$ cat src/rtl/dts_ram.sv
module dts_ram #(
    parameter int WIDTH = 8,
    parameter int DEPTH = 64
) (
    input  logic                                   i_clk,
    input  logic                                   i_we,
    input  logic [(DEPTH > 1 ? $clog2(DEPTH) : 1)-1:0] i_waddr,
    input  logic [WIDTH-1:0]                       i_wdata,
    input  logic [(DEPTH > 1 ? $clog2(DEPTH) : 1)-1:0] i_raddr,
    output logic [WIDTH-1:0]                       o_rdata
);

    logic [WIDTH-1:0] r_mem [DEPTH];
    logic [WIDTH-1:0] r_rdata;

    always_ff @(posedge i_clk) begin
        if (i_we) begin
            r_mem[i_waddr] <= i_wdata;
        end
        r_rdata <= r_mem[i_raddr];
    end

    assign o_rdata = r_rdata;

endmodule

$ cat config.mk
export PLATFORM = sky130hd
export DESIGN_NAME = dts_ram
export DESIGN_NICKNAME = d
export VERILOG_FILES = /design/src/rtl/dts_ram.sv
export SDC_FILE = /design/constraint.sdc
export NUM_CORES = 1
export LEC_CHECK = 0
export BUFFER_PORTS_ARGS = -buffer_cell sky130_fd_sc_hd__buf_2
export CAP_MARGIN = 20
export CORE_MARGIN = 2
export CORE_UTILIZATION = 39
export CTS_CLUSTER_SIZE = 20
export DETAILED_ROUTE_END_ITERATION = 6
export GPL_TIMING_DRIVEN = 1
export SYNTH_ARGS = -nofsm -noshare
export SYNTH_HDL_FRONTEND = slang
export SYNTH_SLANG_ARGS = --single-unit
$ cat constraint.sdc
create_clock -name i_clk -period 2.7 [get_ports i_clk]
set_input_delay 0.54 -clock i_clk [delete_from_list [all_inputs] [get_ports i_clk]]
set_output_delay 0.54 -clock i_clk [all_outputs]
set_load 0.005 [all_outputs]
==> results of run 1 <==
[worst max-delay path by stage]
stage / to / slack [ns] / startpoint / cells after the start
after floorplan: o_rdata[3]$_DFF_P_ / 0.49 / i_raddr[1] / 7
after global placement: o_rdata[1]$_DFF_P_ / -0.06 / i_raddr[0] / 8
after detailed placement: o_rdata[1]$_DFF_P_ / -0.04 / i_raddr[0] / 8
after CTS: o_rdata[1]$_DFF_P_ / 0.57 / i_raddr[0] / 8
after global routing: o_rdata[2]$_DFF_P_ / 0.47 / i_raddr[0] / 8
final: o_rdata[1]$_DFF_P_ / 0.58 / i_raddr[0] / 8
[worst register-to-register path, stage by stage (launching register included)]
cell      delay, ns
edfxtp_1       0.38
mux4_2         0.48
mux2_2         0.29
o221a_2        0.28
nor3_1         0.38
o32ai_1        0.15
[cell type report]
cell class / instances / share of cell area (%)
well taps: 680 / 3.62
clock buffers: 68 / 6.06
flip-flops and latches: 520 / 66.1
repair buffers: 150 / 5.18
multi-input cells: 369 / 18.4
clock inverters: 25 / 0.724
[cells in the final DEF, fill, tap and decap left out, types with 8 or more instances in the layout]
cell,synthesis,layout
mux4_2,126,126
clkbuf_1,17,13
dfxtp_1,8,8
mux2i_1,23,23
nand2_1,19,19
clkinv_1,0,12
buf_4,13,111
nand3_1,13,13
buf_12,2,12
nor2_1,83,83
edfxtp_1,512,512
o221ai_1,8,8
mux2_2,13,13
buf_2,11,26
clkbuf_16,0,55
o22ai_1,8,8
nor2b_1,14,14
clkinv_2,0,8
[metrics by stage]
| stage | setup TNS (ns) | utilization, % | setup slack [ns] |
|---|---|---|---|
| after floorplan | 0 | - | 0.492 |
| after global placement | -0.0921 | 42.8 | -0.0617 |
| after detailed placement | -0.0432 | 42.8 | -0.0432 |
| after CTS | 0 | 45.9 | 0.572 |
| after global routing | 0 | 45.9 | 0.471 |
| final | 0 | 45.9 | 0.581 |
[state kept, by name, indices dropped and copies added (netlist names)]
signal   cells
o_rdata      8
r_mem      512
[cell families (layout without fill, tap and decap cells)]
group | Yosys count | after routing | share of synthesized area, %
simple gates | 153 | 153 | 3.39
mux | 162 | 162 | 15.9
compound gates | 54 | 54 | 2.07
buf+inv | 51 | 243 | 1.57
flops | 520 | 520 | 77.0
[power breakdown]
part / leakage, nW / total, mW / switching, mW / internal (mW)
logic: 2.07 / 0.877 / 0.516 / 0.361
registers: 4.67 / 8.96 / 0.0308 / 8.93
clock network: 0.780 / 6.84 / 2.95 / 3.89
total: 7.53 / 16.7 / 3.49 / 13.2
[layer usage]
metal	global-route usage, %	up-vias	wire length (µm)
met2	27.9	343	22000
met1	24.0	5255	19300
met4	6.47	4	1370
li1	-	4234	-
met3	3.68	77	3140
met5	0	-	35
==> key figures, run 1 <==
Outcome
  • Outcome: finished clean

Synthesis
  • Post-synth cell types: 40
  • Synth top cells by count: edfxtp_1 (512), mux4_2 (126), nor2_1 (83)
  • Top-area cell type share of the netlist area: 76.2%
  • Count leader, synth: edfxtp_1
  • Yosys reg bits: 520
  • Synth Flop Type: edfxtp_1
  • Largest area contributor in the netlist: edfxtp_1
  • Mapped Cells: 940
  • EDFF count, synth: 512
  • Mapped Avg Cell Area: ~21 µm²
  • Ys Warns: 0
  • Register area share after synthesis: just under 80%
  • Post-synth ARST share: 0%
  • Syn Nets: 962
  • Synth Cell Area: 20,200 µm²
  • Synth area leaders: edfxtp_1 (76%), mux4_2 (14%), nor2_1 (1.5%), mux2i_1 (1.1%), dfxtp_1 (0.79%)

GRT
  • Total congestion overflow: 0
  • GRT Overall Usage: between 15 and 20%
  • Initial antenna violation count: 2
  • First-pass GRT wire length: 68,400 µm
  • Vias in the first global route: 10,300
  • Largest net degree at the start of global routing: 65

Setup path
  • Reg2Reg Setup Slack: 0.62 ns
  • CP max stage delay: between 0.5 and 0.6 ns
  • Delay-heaviest family, CP: multiplexers
  • Reg2reg path depth: 5
  • Setup crit start kind: input pin
  • Reg2reg start: r_mem[21][4]$_DFFE_PP_
  • Crit path cell chain: clkbuf_8 -> buf_12 -> buf_4 -> mux4_2 -> mux2i_1 -> o2111ai_1 -> nand2_1 -> o2bb2ai_1
  • Crit path max fanout: 16
  • Bufs and invs on worst path: 3
  • FF-to-FF End: o_rdata[4]$_DFF_P_
  • Critical path class: input pin to flop
  • Crit. End Element: flop
  • CP Data Arrival Time: 2.60 ns
  • CP Data Required Time: 3.18 ns
  • CP max-delay cell: mux4_2

Pwr
  • PwrDens: 709 nW/µm²
  • Max VDD drop: 464 µV
  • Pwr Total: 16.7 mW
  • Pleak: 7.53 nW

Die
  • Io pins: 30
  • Core area: 51,200 µm²
  • Die area: 53,500 µm²
  • Initial Util: 39.4%
  • Die H: between 200 and 250 µm
  • Die W: between 200 and 250 µm
  • Standard-cell rows: 83

Clock tree
  • TritonCTS clock tree: built
  • Post_cts resized: 0
  • Postcts setup bufs: 0
  • Clk sinks: 520
  • Cts bufs inserted: 53
  • Clock buffer depth: 3
  • Clock latency on the worst-skew pair: 0.59 ns
  • Clock Tree Root: clkbuf_16
  • Clock H-tree levels: 2
  • # hold bufs at CTS: 0
  • Clk slew on worst S/H paths: 0.06 ns

Placed design
  • GP Congestion: approximately 0.8
  • Port bufs: 29
  • DP HPWL: 29,800 µm
  • Placed cells: 1,719
  • Area after DPL: around 22,000 µm²

STA
  • Worst hold slack: 0.383 ns
  • Final hold viol count: 0
  • Clk_skew: 0.00882 ns
  • Final Slew Violations: 0
  • Final Cycle Share: 78.5%
  • Period minus WS final: 2.12 ns
  • Final setup violation count: 0
  • Unrepaired setup endpoints after global routing: false
  • Slew Limit Headroom: 39.8%
  • Fmax: 0.472 GHz
  • Actual slew at the worst max-slew pin: 0.903 ns

Final layout
  • Post-route design area: 23,500 µm²
  • Register area: 15,500 µm²
  • Non-Filler Instances: 1,812
  • Layout Nets: 1,116
  • Fillers: 4,197
  • Ant diodes: 0
  • Area growth, synth to finish: 16.6%
  • Multi-input gate area: 4320 µm²
  • Share of layout cells above drive strength 1: between 30% and 40%

Hold path
  • Worst Hold End: o_rdata[2]$_DFF_P_
  • Hold Path Class: input pin to flop
  • Hold Path Origin: i_raddr[5]
  • Hold Path Depth: 3

Drt
  • Wirelength per Cell: 25.3 µm
  • Vias: ~9,900
  • Routed Antenna Nets: 0
  • Post-route DRC: 0
  • Iter 0 DRT Violations: 886
  • Detailed Route WL: between 40,000 and 50,000 µm
  • Vias/cell: 5.47
  • Router iterations before antenna repair: 5

Job
  • Max_cap viols: 0
Note: power is estimated with default switching activity, not from simulation.
==> run 2: changes to the inputs <==
- clock period: 2.7 -> 2 ns (I/O delays scaled with it)
==> key figures, run 2 (same netlist as run 1, synthesis figures left out) <==
Pwr
  • Pleak: 7.80 nW (was 7.53 nW)
  • Max VDD drop: 540 µV (was 464 µV)
  • PwrDens: 943 nW/µm² (was 709 nW/µm²)
  • Pwr Total: 22.6 mW (was 16.7 mW)

STA
  • Final setup violation count: 0 (unchanged)
  • Final Slew Violations: 0 (unchanged)
  • Actual slew at the worst max-slew pin: 0.789 ns (was 0.903 ns)
  • Slew Limit Headroom: 47.4% (was 39.8%)
  • Clk_skew: 0.0307 ns (was 0.00882 ns)
  • Worst hold slack: 0.0369 ns (was 0.383 ns)
  • Unrepaired setup endpoints after global routing: false (unchanged)
  • Setup TNS: 0 ns (unchanged)
  • Final Cycle Share: 98.4%
  • Fmax: 0.508 GHz
  • Final hold viol count: 0 (unchanged)
  • Period minus WS final: 1.97 ns
  • Worst setup margin: 0.0318 ns (was 0.581 ns)

Setup path
  • CP Data Arrival Time: 2.43 ns (was 2.60 ns)
  • Reg2reg path depth: 4 (was 5)
  • FF-to-FF End: o_rdata[7]$_DFF_P_ (was o_rdata[4]$_DFF_P_)
  • Crit path max fanout: 1 (was 16)
  • CP Data Required Time: 2.46 ns (was 3.18 ns)
  • Setup crit start kind: flop (was input pin)
  • Reg2reg start: r_mem[55][7]$_DFFE_PP_ (was r_mem[21][4]$_DFFE_PP_)
  • Crit. End Element: flop (unchanged)
  • Reg2Reg Setup Slack: 0.03 ns (was 0.62 ns)
  • Worst Setup EP: o_rdata[7]$_DFF_P_ (was o_rdata[1]$_DFF_P_)
  • Worst setup startpoint: r_mem[55][7]$_DFFE_PP_ (was i_raddr[0])
  • Critical path class: flop to flop (was input pin to flop)

Clock tree
  • # hold bufs at CTS: 0 (unchanged)
  • Clock H-tree levels: 2 (unchanged)
  • Clk slew on worst S/H paths: 0.06 ns (about the same)
  • Clock buffer depth: 3 (unchanged)
  • Clock Tree Root: clkbuf_16 (unchanged)
  • Cts bufs inserted: 52 (was 53)
  • TritonCTS clock tree: built (unchanged)
  • Clk sinks: 520 (unchanged)
  • Clock latency on the worst-skew pair: 0.61 ns (was 0.59 ns)

Final layout
  • Largest register FFs: 512 (unchanged)
  • Fillers: 4,245 (was 4,197)
  • Util after Layout: 46.8% (was 45.9%)
  • Top reg by flops: r_mem (unchanged)
  • Area growth, synth to finish: 18.8% (was 16.6%)
  • Commonest non-fill, non-tap cell in the layout: edfxtp_1 (unchanged)
  • Most frequent cells in the layout: edfxtp_1 (512), buf_4 (159), mux4_2 (126) (was edfxtp_1 (512), mux4_2 (126), buf_4 (111))
  • Share of layout cells above drive strength 1: 35.4% (was 31.7%)
  • Ant diodes: 0 (unchanged)
  • Post-route design area: 24,000 µm² (was 23,500 µm²)
  • Non-Filler Instances: 1,859 (was 1,812)
  • Layout Nets: 1,165 (was 1,116)

Drt
  • Post-route DRC: 0 (unchanged)
  • Routed Antenna Nets: 0 (unchanged)
  • Router iterations before antenna repair: 5 (unchanged)
  • Detailed Route WL: 46,700 µm (was 45,900 µm)
  • Vias/cell: 5.34 (was 5.47)
  • Vias: 9,926 (was 9,913)
  • Iter 0 DRT Violations: 874 (was 886)
  • Wirelength per Cell: 25.1 µm (was 25.3 µm)

GRT
  • Vias in the first global route: 10,500 (was 10,300)
  • Initial antenna violation count: 2 (unchanged)
  • First-pass GRT wire length: 69,300 µm (was 68,400 µm)
  • GRT Overall Usage: 17.9% (was 17.5%)
  • Largest net degree at the start of global routing: 65 (unchanged)
  • Total congestion overflow: 0 (unchanged)

Placed design
  • Dpl ws: -0.666 ns (was -0.0432 ns)
  • Area after DPL: 22,300 µm² (was 21,900 µm²)
  • DP HPWL: 30,200 µm (was 29,800 µm)
  • GP Congestion: 0.826 (was 0.811)
  • Placed cells: 1,768 (was 1,719)
  • Port bufs: 29 (unchanged)

Die
  • Core area: 51,200 µm² (unchanged)
  • Standard-cell rows: 83 (unchanged)
  • Die H: 231 µm (unchanged)
  • Io pins: 30 (unchanged)
  • Die area: 53,500 µm² (unchanged)
  • Initial Util: 39.4% (unchanged)
  • Die W: 231 µm (unchanged)

Outcome
  • Outcome: finished clean (unchanged)

Hold path
  • Hold Path Class: input pin to flop (unchanged)
  • Hold Path Depth: 1 (was 3)

Job
  • Max_cap viols: 0 (unchanged)
==> run 2: critical path, cell delays in order, from the launching register on <==
cell and delay [ns]:
edfxtp_1 0.37, mux4_2 0.50, mux4_2 0.51, o21ai_0 0.37
nand2_1 0.09
==> run 2: power breakdown <==
group,switching [mW],internal (mW)
Sequential,0.0349,12.1
Clock,3.95,5.26
Combinational,0.721,0.554
Total,4.71,17.9
==> run 2: repair_timing <==
| item | in CTS | in global routing |
|---|---|---|
| buffers inserted | 0 | 0 |
| resized for setup | 2 | 4 |
| endpoints found under the hold margin | 0 | 0 |
| setup endpoints to repair | 2 | 3 |
| gates cloned | 0 | 0 |
==> run 2: worst min-delay path by stage <==
stage                          start                endpoint  slack, ns
after floorplan           i_wdata[0]   r_mem[0][0]$_DFFE_PP_       0.50
after global placement    i_wdata[5]  r_mem[55][5]$_DFFE_PP_       0.64
after detailed placement  i_wdata[5]  r_mem[54][5]$_DFFE_PP_       0.65
after CTS                 i_wdata[5]  r_mem[55][5]$_DFFE_PP_      0.006
after global routing      i_wdata[5]  r_mem[55][5]$_DFFE_PP_       0.03
final                     i_wdata[5]  r_mem[55][5]$_DFFE_PP_       0.04
==> run 2: area by class of cell <==
type,instances,area [µm²],share of cell area [%]
Sequential cell,520,15500,64.9
Multi-Input combinational cell,369,4340,18.1
Timing Repair Buffer,200,1620,6.75
Clock buffer,64,1380,5.75
Tap cell,680,851,3.55
Clock inverter,26,228,0.951
==> run 2: per-layer routing <==
metal / share of wire, % / up-vias / track usage [%]
met1: 43 / 5238 / 24.8
met5: 0.058 / - / 0
met2: 49 / 291 / 29.2
met4: 1.9 / 4 / 4.86
li1: - / 4328 / -
met3: 6.0 / 65 / 3.41
